===== src/hdl/lps_pkg.sv =====
// Shared constants for the Bresenham line pixel stepper.
`timescale 1ns / 1ps
`default_nettype none

package lps_pkg;

    // Default coordinate width of the block.
    localparam int COORD_BITS_DEF = 12;

    // Entries in the queue between the front and back ends.
    localparam int QUEUE_DEPTH = 2;

    // Command codes carried on the input tuser.
    localparam logic CMD_START = 1'b0;
    localparam logic CMD_STEP  = 1'b1;

endpackage

`default_nettype wire


===== src/hdl/lps_front.sv =====
// Front end: decodes input words and prepares the setup for a new line.
`timescale 1ns / 1ps
`default_nettype none

module lps_front
    import lps_pkg::*;
#(
    parameter int COORD_BITS = COORD_BITS_DEF,
    localparam int ERR_BITS  = COORD_BITS + 3,
    localparam int ITEM_BITS = 3 * COORD_BITS + 3 * ERR_BITS + 3
) (
    input  wire logic                  cmd,
    input  wire logic [COORD_BITS-1:0] x_begin,
    input  wire logic [COORD_BITS-1:0] y_begin,
    input  wire logic [COORD_BITS-1:0] x_end,
    input  wire logic [COORD_BITS-1:0] y_end,
    output      logic [ITEM_BITS-1:0]  item
);

    logic signed [COORD_BITS:0]   dx;
    logic signed [COORD_BITS:0]   dy;
    logic        [COORD_BITS:0]   dx_abs;
    logic        [COORD_BITS:0]   dy_abs;
    logic        [COORD_BITS-1:0] ax;
    logic        [COORD_BITS-1:0] ay;
    logic signed [ERR_BITS-1:0]   ax2;
    logic signed [ERR_BITS-1:0]   ay2;
    logic signed [ERR_BITS-1:0]   err_init;
    logic signed [ERR_BITS-1:0]   inc_keep;
    logic signed [ERR_BITS-1:0]   inc_move;
    logic                         steep;
    logic                         minor_up;
    logic                         swap;
    logic                         is_start;
    logic        [COORD_BITS-1:0] start_x;
    logic        [COORD_BITS-1:0] start_y;
    logic        [COORD_BITS-1:0] major_end;

    always_comb begin
        dx       = $signed({1'b0, x_end}) - $signed({1'b0, x_begin});
        dy       = $signed({1'b0, y_end}) - $signed({1'b0, y_begin});
        dx_abs   = dx[COORD_BITS] ? (~dx + 1'b1) : dx;
        dy_abs   = dy[COORD_BITS] ? (~dy + 1'b1) : dy;
        ax       = dx_abs[COORD_BITS-1:0];
        ay       = dy_abs[COORD_BITS-1:0];
        ax2      = $signed({2'b00, ax, 1'b0});
        ay2      = $signed({2'b00, ay, 1'b0});
        steep    = ay > ax;
        // The minor axis counts up only when both deltas are nonzero and agree in sign.
        minor_up = (dx[COORD_BITS] && dy[COORD_BITS]) ||
                   (!dx[COORD_BITS] && (dx != '0) && !dy[COORD_BITS] && (dy != '0));

        if (steep) begin
            err_init  = ax2 - $signed({3'b000, ay});
            inc_keep  = ax2;
            inc_move  = ax2 - ay2;
            swap      = dy[COORD_BITS];
        end else begin
            err_init  = ay2 - $signed({3'b000, ax});
            inc_keep  = ay2;
            inc_move  = ay2 - ax2;
            swap      = dx[COORD_BITS];
        end

        if (swap) begin
            start_x   = x_end;
            start_y   = y_end;
            major_end = steep ? y_begin : x_begin;
        end else begin
            start_x   = x_begin;
            start_y   = y_begin;
            major_end = steep ? y_end : x_end;
        end

        is_start = (cmd == CMD_START);
        item     = {is_start, steep, minor_up, inc_move, inc_keep, err_init,
                    major_end, start_y, start_x};
    end

endmodule

`default_nettype wire


===== src/hdl/lps_queue.sv =====
// Two-entry queue that decouples the front end from the stepping back end.
`timescale 1ns / 1ps
`default_nettype none

module lps_queue
    import lps_pkg::*;
#(
    parameter int DATA_BITS = 8
) (
    input  wire logic                 aclk,
    input  wire logic                 aresetn,
    input  wire logic                 wr_valid,
    output      logic                 wr_ready,
    input  wire logic [DATA_BITS-1:0] wr_data,
    output      logic                 rd_valid,
    input  wire logic                 rd_ready,
    output      logic [DATA_BITS-1:0] rd_data
);

    localparam int PTR_BITS = (QUEUE_DEPTH > 1) ? $clog2(QUEUE_DEPTH) : 1;
    localparam int CNT_BITS = $clog2(QUEUE_DEPTH + 1);

    logic [DATA_BITS-1:0] entry_reg [QUEUE_DEPTH];
    logic [PTR_BITS-1:0]  wr_ptr_reg, wr_ptr_next;
    logic [PTR_BITS-1:0]  rd_ptr_reg, rd_ptr_next;
    logic [CNT_BITS-1:0]  count_reg, count_next;
    logic                 push;
    logic                 pop;

    assign wr_ready = (count_reg != CNT_BITS'(QUEUE_DEPTH));
    assign rd_valid = (count_reg != '0);
    assign rd_data  = entry_reg[rd_ptr_reg];
    assign push     = wr_valid && wr_ready;
    assign pop      = rd_valid && rd_ready;

    always_comb begin
        wr_ptr_next = wr_ptr_reg;
        rd_ptr_next = rd_ptr_reg;
        if (push) begin
            wr_ptr_next = (wr_ptr_reg == PTR_BITS'(QUEUE_DEPTH - 1)) ? '0 : wr_ptr_reg + 1'b1;
        end
        if (pop) begin
            rd_ptr_next = (rd_ptr_reg == PTR_BITS'(QUEUE_DEPTH - 1)) ? '0 : rd_ptr_reg + 1'b1;
        end
        case ({push, pop})
            2'b10:   count_next = count_reg + 1'b1;
            2'b01:   count_next = count_reg - 1'b1;
            default: count_next = count_reg;
        endcase
    end

    always_ff @(posedge aclk) begin
        if (!aresetn) begin
            wr_ptr_reg <= '0;
            rd_ptr_reg <= '0;
            count_reg  <= '0;
        end else begin
            wr_ptr_reg <= wr_ptr_next;
            rd_ptr_reg <= rd_ptr_next;
            count_reg  <= count_next;
        end
    end

    always_ff @(posedge aclk) begin
        if (push) begin
            entry_reg[wr_ptr_reg] <= wr_data;
        end
    end

endmodule

`default_nettype wire


===== src/hdl/lps_back.sv =====
// Back end: holds the line state, advances it one pixel per word, drives the output register.
`timescale 1ns / 1ps
`default_nettype none

module lps_back
    import lps_pkg::*;
#(
    parameter int COORD_BITS = COORD_BITS_DEF,
    localparam int ERR_BITS  = COORD_BITS + 3,
    localparam int ITEM_BITS = 3 * COORD_BITS + 3 * ERR_BITS + 3
) (
    input  wire logic                  aclk,
    input  wire logic                  aresetn,
    input  wire logic                  q_valid,
    output      logic                  q_ready,
    input  wire logic [ITEM_BITS-1:0]  q_data,
    output      logic                  out_valid,
    input  wire logic                  out_ready,
    output      logic [COORD_BITS-1:0] out_x,
    output      logic [COORD_BITS-1:0] out_y,
    output      logic                  out_last
);

    logic                         in_start;
    logic                         in_steep;
    logic                         in_minor_up;
    logic signed [ERR_BITS-1:0]   in_inc_move;
    logic signed [ERR_BITS-1:0]   in_inc_keep;
    logic signed [ERR_BITS-1:0]   in_err;
    logic        [COORD_BITS-1:0] in_major_end;
    logic        [COORD_BITS-1:0] in_y;
    logic        [COORD_BITS-1:0] in_x;

    assign {in_start, in_steep, in_minor_up, in_inc_move, in_inc_keep, in_err,
            in_major_end, in_y, in_x} = q_data;

    logic [COORD_BITS-1:0]      cur_x_reg, cur_x_next;
    logic [COORD_BITS-1:0]      cur_y_reg, cur_y_next;
    logic [COORD_BITS-1:0]      major_end_reg, major_end_next;
    logic signed [ERR_BITS-1:0] err_reg, err_next;
    logic signed [ERR_BITS-1:0] inc_keep_reg, inc_keep_next;
    logic signed [ERR_BITS-1:0] inc_move_reg, inc_move_next;
    logic                       steep_reg, steep_next;
    logic                       minor_up_reg, minor_up_next;
    logic                       active_reg, active_next;
    logic                       out_valid_reg, out_valid_next;
    logic [COORD_BITS-1:0]      out_x_reg, out_x_next;
    logic [COORD_BITS-1:0]      out_y_reg, out_y_next;
    logic                       out_last_reg, out_last_next;

    logic                       pop;
    logic                       produce;
    logic                       move;
    logic                       fin;
    logic [COORD_BITS-1:0]      minor_delta;

    // A new word is taken whenever the output register is free or being drained.
    assign q_ready = !out_valid_reg || out_ready;
    assign pop     = q_valid && q_ready;

    always_comb begin
        cur_x_next     = cur_x_reg;
        cur_y_next     = cur_y_reg;
        major_end_next = major_end_reg;
        err_next       = err_reg;
        inc_keep_next  = inc_keep_reg;
        inc_move_next  = inc_move_reg;
        steep_next     = steep_reg;
        minor_up_next  = minor_up_reg;
        active_next    = active_reg;
        out_x_next     = out_x_reg;
        out_y_next     = out_y_reg;
        out_last_next  = out_last_reg;

        // Shallow lines step the minor axis on a nonnegative error, steep ones only on positive.
        move        = !err_reg[ERR_BITS-1] && (!steep_reg || (err_reg != '0));
        minor_delta = minor_up_reg ? COORD_BITS'(1) : '1;
        produce     = pop && (in_start || active_reg);

        if (in_start) begin
            cur_x_next     = in_x;
            cur_y_next     = in_y;
            major_end_next = in_major_end;
            err_next       = in_err;
            inc_keep_next  = in_inc_keep;
            inc_move_next  = in_inc_move;
            steep_next     = in_steep;
            minor_up_next  = in_minor_up;
        end else if (steep_reg) begin
            cur_y_next = cur_y_reg + 1'b1;
            cur_x_next = move ? cur_x_reg + minor_delta : cur_x_reg;
            err_next   = err_reg + (move ? inc_move_reg : inc_keep_reg);
        end else begin
            cur_x_next = cur_x_reg + 1'b1;
            cur_y_next = move ? cur_y_reg + minor_delta : cur_y_reg;
            err_next   = err_reg + (move ? inc_move_reg : inc_keep_reg);
        end

        fin = ((steep_next ? cur_y_next : cur_x_next) == major_end_next);

        if (produce) begin
            active_next   = !fin;
            out_x_next    = cur_x_next;
            out_y_next    = cur_y_next;
            out_last_next = fin;
        end

        if (pop) begin
            out_valid_next = produce;
        end else begin
            out_valid_next = out_valid_reg && !out_ready;
        end
    end

    always_ff @(posedge aclk) begin
        if (!aresetn) begin
            cur_x_reg     <= '0;
            cur_y_reg     <= '0;
            major_end_reg <= '0;
            err_reg       <= '0;
            inc_keep_reg  <= '0;
            inc_move_reg  <= '0;
            steep_reg     <= 1'b0;
            minor_up_reg  <= 1'b0;
            active_reg    <= 1'b0;
            out_valid_reg <= 1'b0;
        end else begin
            if (produce) begin
                cur_x_reg     <= cur_x_next;
                cur_y_reg     <= cur_y_next;
                major_end_reg <= major_end_next;
                err_reg       <= err_next;
                inc_keep_reg  <= inc_keep_next;
                inc_move_reg  <= inc_move_next;
                steep_reg     <= steep_next;
                minor_up_reg  <= minor_up_next;
            end
            active_reg    <= active_next;
            out_valid_reg <= out_valid_next;
        end
    end

    always_ff @(posedge aclk) begin
        out_x_reg    <= out_x_next;
        out_y_reg    <= out_y_next;
        out_last_reg <= out_last_next;
    end

    assign out_valid = out_valid_reg;
    assign out_x     = out_x_reg;
    assign out_y     = out_y_reg;
    assign out_last  = out_last_reg;

endmodule

`default_nettype wire


===== src/hdl/line_pixel_stepper.sv =====
// Top level of the Bresenham line pixel stepper.
//
// Input words carry a command on s_tuser: start (load two endpoints from s_tdata and
// give the first pixel) or step (give the next pixel of the current line). A step word
// that arrives while no line is active is consumed and gives no output word.
// Each output word carries one pixel on m_tdata; m_tlast marks the final pixel.
//
// The front end computes the line setup in the accepting cycle and writes a two-entry
// queue; the back end pops one entry a cycle into its output register while that
// register is free or being drained. Throughput is one word per cycle, set by the pixel
// update in the back end, while m_tready stays high; each word passes the queue first.
//
// After reset no line is active, the queue is empty and m_tvalid is low.
// When the receiver holds m_tready low, the output word holds, the queue fills
// with up to two further words, and then s_tready drops until the output drains.
`timescale 1ns / 1ps
`default_nettype none

module line_pixel_stepper
    import lps_pkg::*;
#(
    parameter int COORD_BITS = COORD_BITS_DEF,
    localparam int S_DATA_BITS = ((4 * COORD_BITS + 7) / 8) * 8,
    localparam int M_DATA_BITS = ((2 * COORD_BITS + 7) / 8) * 8
) (
    input  wire logic                   aclk,
    input  wire logic                   aresetn,
    input  wire logic                   s_tvalid,
    output      logic                   s_tready,
    // x_begin, y_begin, x_end, y_end, zero padding
    input  wire logic [S_DATA_BITS-1:0] s_tdata,
    // command
    input  wire logic                   s_tuser,
    output      logic                   m_tvalid,
    input  wire logic                   m_tready,
    // pixel_x, pixel_y, zero padding
    output      logic [M_DATA_BITS-1:0] m_tdata,
    output      logic                   m_tlast
);

    localparam int ERR_BITS  = COORD_BITS + 3;
    localparam int ITEM_BITS = 3 * COORD_BITS + 3 * ERR_BITS + 3;

    logic [ITEM_BITS-1:0]  front_item;
    logic                  q_valid;
    logic                  q_ready;
    logic [ITEM_BITS-1:0]  q_data;
    logic [COORD_BITS-1:0] pixel_x;
    logic [COORD_BITS-1:0] pixel_y;

    lps_front #(
        .COORD_BITS (COORD_BITS)
    ) u_front (
        .cmd     (s_tuser),
        .x_begin (s_tdata[COORD_BITS-1:0]),
        .y_begin (s_tdata[2*COORD_BITS-1:COORD_BITS]),
        .x_end   (s_tdata[3*COORD_BITS-1:2*COORD_BITS]),
        .y_end   (s_tdata[4*COORD_BITS-1:3*COORD_BITS]),
        .item    (front_item)
    );

    lps_queue #(
        .DATA_BITS (ITEM_BITS)
    ) u_queue (
        .aclk     (aclk),
        .aresetn  (aresetn),
        .wr_valid (s_tvalid),
        .wr_ready (s_tready),
        .wr_data  (front_item),
        .rd_valid (q_valid),
        .rd_ready (q_ready),
        .rd_data  (q_data)
    );

    lps_back #(
        .COORD_BITS (COORD_BITS)
    ) u_back (
        .aclk      (aclk),
        .aresetn   (aresetn),
        .q_valid   (q_valid),
        .q_ready   (q_ready),
        .q_data    (q_data),
        .out_valid (m_tvalid),
        .out_ready (m_tready),
        .out_x     (pixel_x),
        .out_y     (pixel_y),
        .out_last  (m_tlast)
    );

    assign m_tdata = M_DATA_BITS'({pixel_y, pixel_x});

endmodule

`default_nettype wire


===== config.mk =====
export PLATFORM = sky130hd
export DESIGN_NAME = line_pixel_stepper
export DESIGN_NICKNAME = d
export VERILOG_FILES = /design/src/hdl/lps_pkg.sv /design/src/hdl/lps_front.sv /design/src/hdl/lps_queue.sv /design/src/hdl/lps_back.sv /design/src/hdl/line_pixel_stepper.sv
export SDC_FILE = /design/constraint.sdc
export NUM_CORES = 1
export LEC_CHECK = 0
export BUFFER_PORTS_ARGS = -buffer_cell sky130_fd_sc_hd__buf_2
export CAP_MARGIN = 5
export CORE_MARGIN = 4
export CORE_UTILIZATION = 25
export DETAILED_ROUTE_END_ITERATION = 16
export SKIP_LAST_GASP = 1
export SLEW_MARGIN = 5
export SYNTH_ARGS = -nofsm -noshare
export SYNTH_HDL_FRONTEND = slang
export SYNTH_SLANG_ARGS = --single-unit

===== constraint.sdc =====
create_clock -name aclk -period 6.1 [get_ports aclk]
set_clock_uncertainty 0.2 [all_clocks]
set_input_delay 0.61 -clock aclk [delete_from_list [all_inputs] [get_ports aclk]]
set_output_delay 0.61 -clock aclk [all_outputs]
set_load 0.005 [all_outputs]

=== Yosys cells after proc, flatten, opt, wreduce, memory -nomap -nowiden ===
Memories as Yosys holds them, arrays and structs flattened. A register that Yosys moved wholly into a read port is not among the register bits.
Cells that the tools add are included.

* Bitwise operators: 3
* Reduce and logical (&&, ||, !) cells: 26
* Add/sub/neg operators: 17
* Multipliers: 0
* Magnitude comparators: 1
* Muxes and demuxes: 31
* Divide/modulo/power cells: 0
* Equality and inequality tests: 4
* Shifts and indexed selects: 0

{| class="wikitable"
|+ Operators with widths
! cell !! number
|-
| two-way mux 12 bit || 16
|-
| two-way mux 15 bit || 4
|-
| adder 12 x 1 -> 12 bit, second input constant || 4
|-
| subtractor 13 x 12 -> 14 bit || 2
|-
| subtractor 13 x 13 -> 14 bit || 2
|-
| nonzero test 13 bit || 2
|-
| subtractor 12 x 12 -> 13 bit || 2
|-
| adder 12 bit || 2
|-
| inverter 12 bit || 2
|-
| adder 15 bit || 1
|-
| nonzero test 15 bit || 1
|-
| two-way mux 13 bit || 1
|-
| equality test 12 bit || 1
|-
| greater-than comparator 12 bit || 1
|-
| logical AND 1 bit || 9
|-
| two-way mux 1 bit || 9
|-
| zero test 1 bit || 7
|-
| logical OR 1 bit || 4
|-
| case mux 2 bit (2 select lines) || 1
|-
| nonzero test 2 bit || 2
|-
| adder 1 bit, second input constant || 2
|-
| adder 2 x 1 -> 2 bit, second input constant || 1
|-
| equality test 2 x 1 -> 1 bit, second input constant || 1
|-
| equality test 2 bit, second input constant || 1
|-
| 4 further kinds || 4
|}

* Word-level logic and storage cells: 99
* Memories: 1
* Bits in registers: 114
* Bits in read-only memories: 0
* Bits in writable memories: 164
* Bits in latches: 0

{| class="wikitable"
|+ Memories
! memory !! depth !! width !! rd ports !! clocked after Yosys merged registers in !! write ports !! line !! source
|-
| u_queue.entry_reg || 2 || 82 || 1 || 1 || 1 || lps_queue.sv:23 || <nowiki>logic [DATA_BITS-1:0] entry_reg [QUEUE_DEPTH];</nowiki>
|}

=== Longest topological paths before layout ===
* Word-level depth: 9
* Gate-level depth with buffers: 30
* Mapped depth without buffers: 25

=== Modules after synthesis ===
A second synthesis with hierarchy kept.

* Cells, all modules: 1,979
* Area total of the unflattened synthesis: 18,965.7 µm²

{| class="wikitable"
|+ Modules (own cells, without submodules)
! module !! cells an instance !! area an instance (µm²) !! instances !! seq. area each (µm²)
|-
| lps_back || 984 || 7,689.9 || 1 || 2,452.4
|-
| lps_queue || 285 || 6,286.0 || 1 || 5,144.9
|-
| lps_front || 710 || 4,989.8 || 1 || 0.0
|}

=== Worst setup path after synthesis ===
No wires, ideal clock.

* Path type: input-to-reg
* Start point: input port s_tdata[36]
* End point: memory u_queue.entry_reg[0][10] in the netlist's numbering (data pin)
* Data arrival time: 5.845 ns
* Setup slack: -0.211 ns
* Data required time: 5.634 ns
* Path buffers: 3
* Stages on the path: 28
* Cell sequence: inv_1 ha_1 inv_1 fa_1 a211oi_1 nor2_1 a211oi_2 a21oi_1 a31o_2 clkbuf_1 buf_1 nor2_1 xor2_1 inv_1 ha_1 nor2b_1 o21ai_0 a21boi_0 o21ai_0 a21oi_1 nand3b_1 o22a_1 o21ai_0 o311a_1 or3_4 mux2i_4 buf_6 mux2_1

* Word-level cells in the longest chain between the ends: 7

{| class="wikitable"
|+ Ends and longest elaborated chain
! element !! line !! source
|-
| start, declared || line_pixel_stepper.sv:31 || <nowiki>input wire logic [S_DATA_BITS-1:0] s_tdata,</nowiki>
|-
| subtractor 12 x 12 -> 13 bit (*) || lps_front.sv:41 || <nowiki>dy = $signed({1'b0, y_end}) - $signed({1'b0, y_begin});</nowiki>
|-
| inverter 12 bit || lps_front.sv:43 || <nowiki>dy_abs = dy[COORD_BITS] ? (~dy + 1'b1) : dy;</nowiki>
|-
| adder 12 x 1 -> 12 bit || lps_front.sv:43 ||
|-
| two-way mux 12 bit || lps_front.sv:43 ||
|-
| greater-than comparator 12 bit || lps_front.sv:48 || <nowiki>steep = ay > ax;</nowiki>
|-
| two-way mux 1 bit (*) || lps_front.sv:53 || <nowiki>if (steep) begin</nowiki>
|-
| two-way mux 12 bit (*) || lps_front.sv:65 || <nowiki>if (swap) begin</nowiki>
|-
| net front_item[10] || line_pixel_stepper.sv:44 || <nowiki>logic [ITEM_BITS-1:0] front_item;</nowiki>
|-
| end, declared || lps_queue.sv:23 ||
|}

The timed path passes the listed nets; every way through them passes the cells marked *.

=== Worst setup path after layout ===
* Start point: input port s_tdata[36]
* End point: memory u_queue.entry_reg[0][19] in the netlist's numbering (data pin)

Same word-level chain as after synthesis.

==> impl.org <==
** Synth
- Avg Inst Size Synth :: 9.75 sq um
- Sequential-to-total area share from yosys stat :: 0.423
- Measured against the total synthesized area, the mux share comes to 0.0839.
- Share of the synthesized area in compound gates (AO/OA/AOI/OAI) :: 0.179
- Of the total synthesized cell area, the portion taken by AND, OR, NAND and NOR gates is 0.118.
- Number of enable-type register cells in the synthesized netlist :: ~180
- Netlist Area Pre-Place :: 16,900 sq um
- Of the total synthesized cell area, the portion taken by XOR and XNOR cells is 0.0668.
- Of the total synthesized cell area, the portion taken by full adders, half adders and majority gates is 0.0897.
- For this run, the leading register cell type out of synthesis is sky130_fd_sc_hd__edfxtp_1.
- By area, the combinational part of the netlist is dominated by compound AO/OA/AOI/OAI gates.
- In the synthesized netlist, the number of instances is 1,731.
- The Yosys step of the flow raised 0 warnings.
- Counting every net in the synthesized netlist gives 1,898.
- Cell variety after synth :: 81
- Counting flops with an async set or reset pin after synthesis yields a share of 0.
- The synthesized design contains about 270 register bits.

** Job
- Maximum capacitance violations :: 0

** Clock tree
- Source-to-sink clock delay at the later pin of the worst-skew pair :: 0.54 ns
- The tree is rooted in a sky130_fd_sc_hd__clkbuf_16.
- Num CTS Buffers :: 34
- CTS tree :: done
- The longest clock path from root to sink contains 3 buffers.
- Number of buffers inserted to repair setup after CTS :: 0
- Post-cts resize count :: 0
- Clock slew at the register clock pins of the worst setup and hold paths :: 0.06 ns
- The number of hold buffers added after CTS was 0.
- TritonCTS sink count :: about 270
- In this run the number of H-tree levels came out at 2.

** Place
- Summed over all nets, the half-perimeter wirelength after detailed placement is between 30,000 and 40,000 um.
- Post-Place Worst Slack :: -0.0954 ns
- The congestion estimate from routability-driven global placement came to 0.907.
- Buffers added on ports :: between 70 and 80

** Worst setup path
- Most common cell type on the critical path :: sky130_fd_sc_hd__inv_1
- Path depth of the worst reg2reg path :: 17
- Crit path DAT :: 5.71 ns
- Startpoint of the worst-slack reg-to-reg timing path :: u_back.err_reg[2]
- The critical path in this run is classified as input pin to register.
- The most critical setup path has its startpoint at s_tdata[36].
- In this run the worst path has a maximum fanout of 31.
- Startpoint class of the critical path :: input pin
- CP Capture Type :: register
- In this run the critical register-to-register path is captured at u_back.err_reg[13].
- The setup check on the worst reg-to-reg path leaves a slack of 1.22 ns.
- For this design, the slowest cell found on the critical path is sky130_fd_sc_hd__fa_1.
- Slowest cell delay on critical path :: 0.38 ns
- The critical path ends at u_queue.entry_reg[0][19].
- Endpoint required time on the critical path :: 6.18 ns

** Finish
- Share of post-route cells with drive strength above 1 :: 0.138
- 0 antenna diodes ended up in the layout.
- Highest-count cells in the layout ignoring fill and taps :: 181 x sky130_fd_sc_hd__edfxtp_1, 176 x sky130_fd_sc_hd__nor2_1, 162 x sky130_fd_sc_hd__a21oi_1
- Area Overhead vs Synth :: 17.4%
- After the last flow step, the layout net total stands at 2,016.
- At the end of the flow the core is filled with cells to 0.296.
- Largest register FFs :: 156
- The library cell used most frequently in the layout, excluding fill and tap cells, is sky130_fd_sc_hd__edfxtp_1.

** Die
- Top-level port count :: 80
- Area enclosed by the die boundary :: around 72,000 sq um
- Measured along the y axis, the die boundary spans 268 um.
- Initial core utilization :: 0.252
- After floorplanning, the core was sized to cover 67,000 sq um.
- Number of rows in the core area :: 95
- From left edge to right edge, the die measures about 270 um.

** STA
- Dividing the final minimum period by the clock period gives 0.923.
- Min Tclk post-route :: 5.63 ns
- Count of final hold-check violations :: 0
- Setup repair after global routing missed its margin :: no
- Based on the critical path, the design can be clocked at up to 178 MHz.
- Setup violations remaining at the end of the flow were counted as 0.
- For the pin with the worst max-slew slack, the measured transition is 1.07 ns.
- In this run the tightest slew margin relative to its limit is 0.286.
- PnR worst setup slack :: around 0.47 ns
- Max-slew violation count :: 0
- Adding up every negative setup slack in the final design gives 0 ns.

** Detailed routing
- 1st-pass router iterations :: 5
- In the final routed layout, each cell accounts on average for between 15 and 20 um.
- Total Routed Length :: 49,300 um
- The detailed router placed 13.5k vias in this run.
- Residual DRC count :: 0
- The detail route stage leaves a number of antenna-violating nets equal to 0.
- The detailed router finished its first iteration with 965 violations.
- Routed via count divided by cell count :: 4.90

** Power
- In this run the static leakage power is 7.69 nW.
- Power per cell area :: about 570 nW/um^2
- VDD sags by at most 243 uV.

** Hold path
- The tightest min-delay check is of the input pin to register type.
- In this run the most critical hold path is launched from s_tuser.

** Global routing
- Entering global routing, the biggest net connects 76 pins.
- The initial antenna violation count is 1.
- Global routing usage summed across all routing layers :: 0.136
- Global routing finished with a remaining overflow of 0.
- The via count of the first global-routing pass is ~13k.
- The first global-routing pass estimated 76,800 um of wire.

** Status
- The run finished with clean final reports.
==> Yosys cell counts (9+ instances only) <==
cell	count	area, sq um
sky130_fd_sc_hd__edfxtp_1	181	5440
sky130_fd_sc_hd__nor2_1	179	672
sky130_fd_sc_hd__a21oi_1	163	816
sky130_fd_sc_hd__nand2_1	131	492
sky130_fd_sc_hd__ha_1	105	1310
sky130_fd_sc_hd__inv_1	96	360
sky130_fd_sc_hd__mux2i_1	92	921
sky130_fd_sc_hd__o21ai_0	91	455
sky130_fd_sc_hd__dfxtp_1	85	1700
sky130_fd_sc_hd__xnor2_1	78	683
sky130_fd_sc_hd__clkbuf_1	52	195
sky130_fd_sc_hd__xor2_1	42	368
sky130_fd_sc_hd__a211oi_1	40	300
sky130_fd_sc_hd__a21o_1	34	255
sky130_fd_sc_hd__nor3_1	29	145
sky130_fd_sc_hd__mux2_1	20	225
sky130_fd_sc_hd__mux2_2	20	225
sky130_fd_sc_hd__nand3_1	20	100
sky130_fd_sc_hd__nor2b_1	19	119
sky130_fd_sc_hd__o21a_1	19	143
sky130_fd_sc_hd__nand2b_1	15	93.8
sky130_fd_sc_hd__o21bai_1	15	113
sky130_fd_sc_hd__buf_1	13	48.8
sky130_fd_sc_hd__a31oi_1	12	75.1
sky130_fd_sc_hd__and3_1	11	68.8
sky130_fd_sc_hd__fa_1	9	180
==> stage by stage <==
stage          instances  area (sq um)  total power [mW]  hold slack [ns]
6_report            2747         19800              11.2            0.128
5_1_grt             2747         19800              12.0            0.122
4_1_cts             2747         19800              11.3            0.102
3_5_place_dp        2686         18700              9.24            0.251
3_3_place_gp        2686         18700              9.11            0.242
2_1_floorplan       1731         16900              7.44            0.237
==> power by group <==
group	total [mW]	internal, mW	leakage (nW)	switching [mW]
Clock	1.96	1.17	0.524	0.794
Sequential	3.25	2.93	2.38	0.325
Combinational	6.00	2.39	4.78	3.60
Total	11.2	6.49	7.69	4.72
==> worst max-delay path: cells and delay by family <==
family,cells,cell delay (ns)
xor gates and xnor gates,1,0.18
AOI/OAI and AO/OA,9,1.53
adders and majority gates,3,0.88
and+or+nand+nor,5,1.08
muxes,2,0.58
buffers and inverters,6,0.81
==> final cells by class <==
cell class,count,area [sq um]
Inverter,100,375
Multi-Input combinational cell,1291,9140
Tap cell,873,1090
Fill cell,7052,47200
Timing Repair Buffer,156,998
Clock inverter,16,146
Clock buffer,45,933
Sequential cell,266,7140
==> metal layers <==
layer | GRT usage | wire, um | vias to the layer above
met2 | 0.214 | 21900 | 385
li1 | - | - | 6544
met5 | 0 | 0 | -
met1 | 0.191 | 23000 | 6440
met4 | 0.0396 | 1280 | 0
met3 | 0.0259 | 3160 | 85
==> cells by family after synthesis <==
family,after synthesis
AOI/OAI and AO/OA,471
DFF,266
buffers and inverters,174
and+or+nand+nor,446
muxes,134
adders and majority gates,116
xor gates and xnor gates,124
==> worst min-delay path by stage <==
stage,slack (ns),cells past startpoint,end
after global routing,0.12,2,u_queue.entry_reg[0][81]
after floorplan,0.24,2,u_back.major_end_reg[6]
final,0.13,2,u_queue.entry_reg[1][81]
after detailed placement,0.25,2,u_back.major_end_reg[9]
after CTS,0.10,2,u_queue.entry_reg[0][81]
after global placement,0.24,2,u_back.major_end_reg[6]
Power figures use the tool's default switching activity.
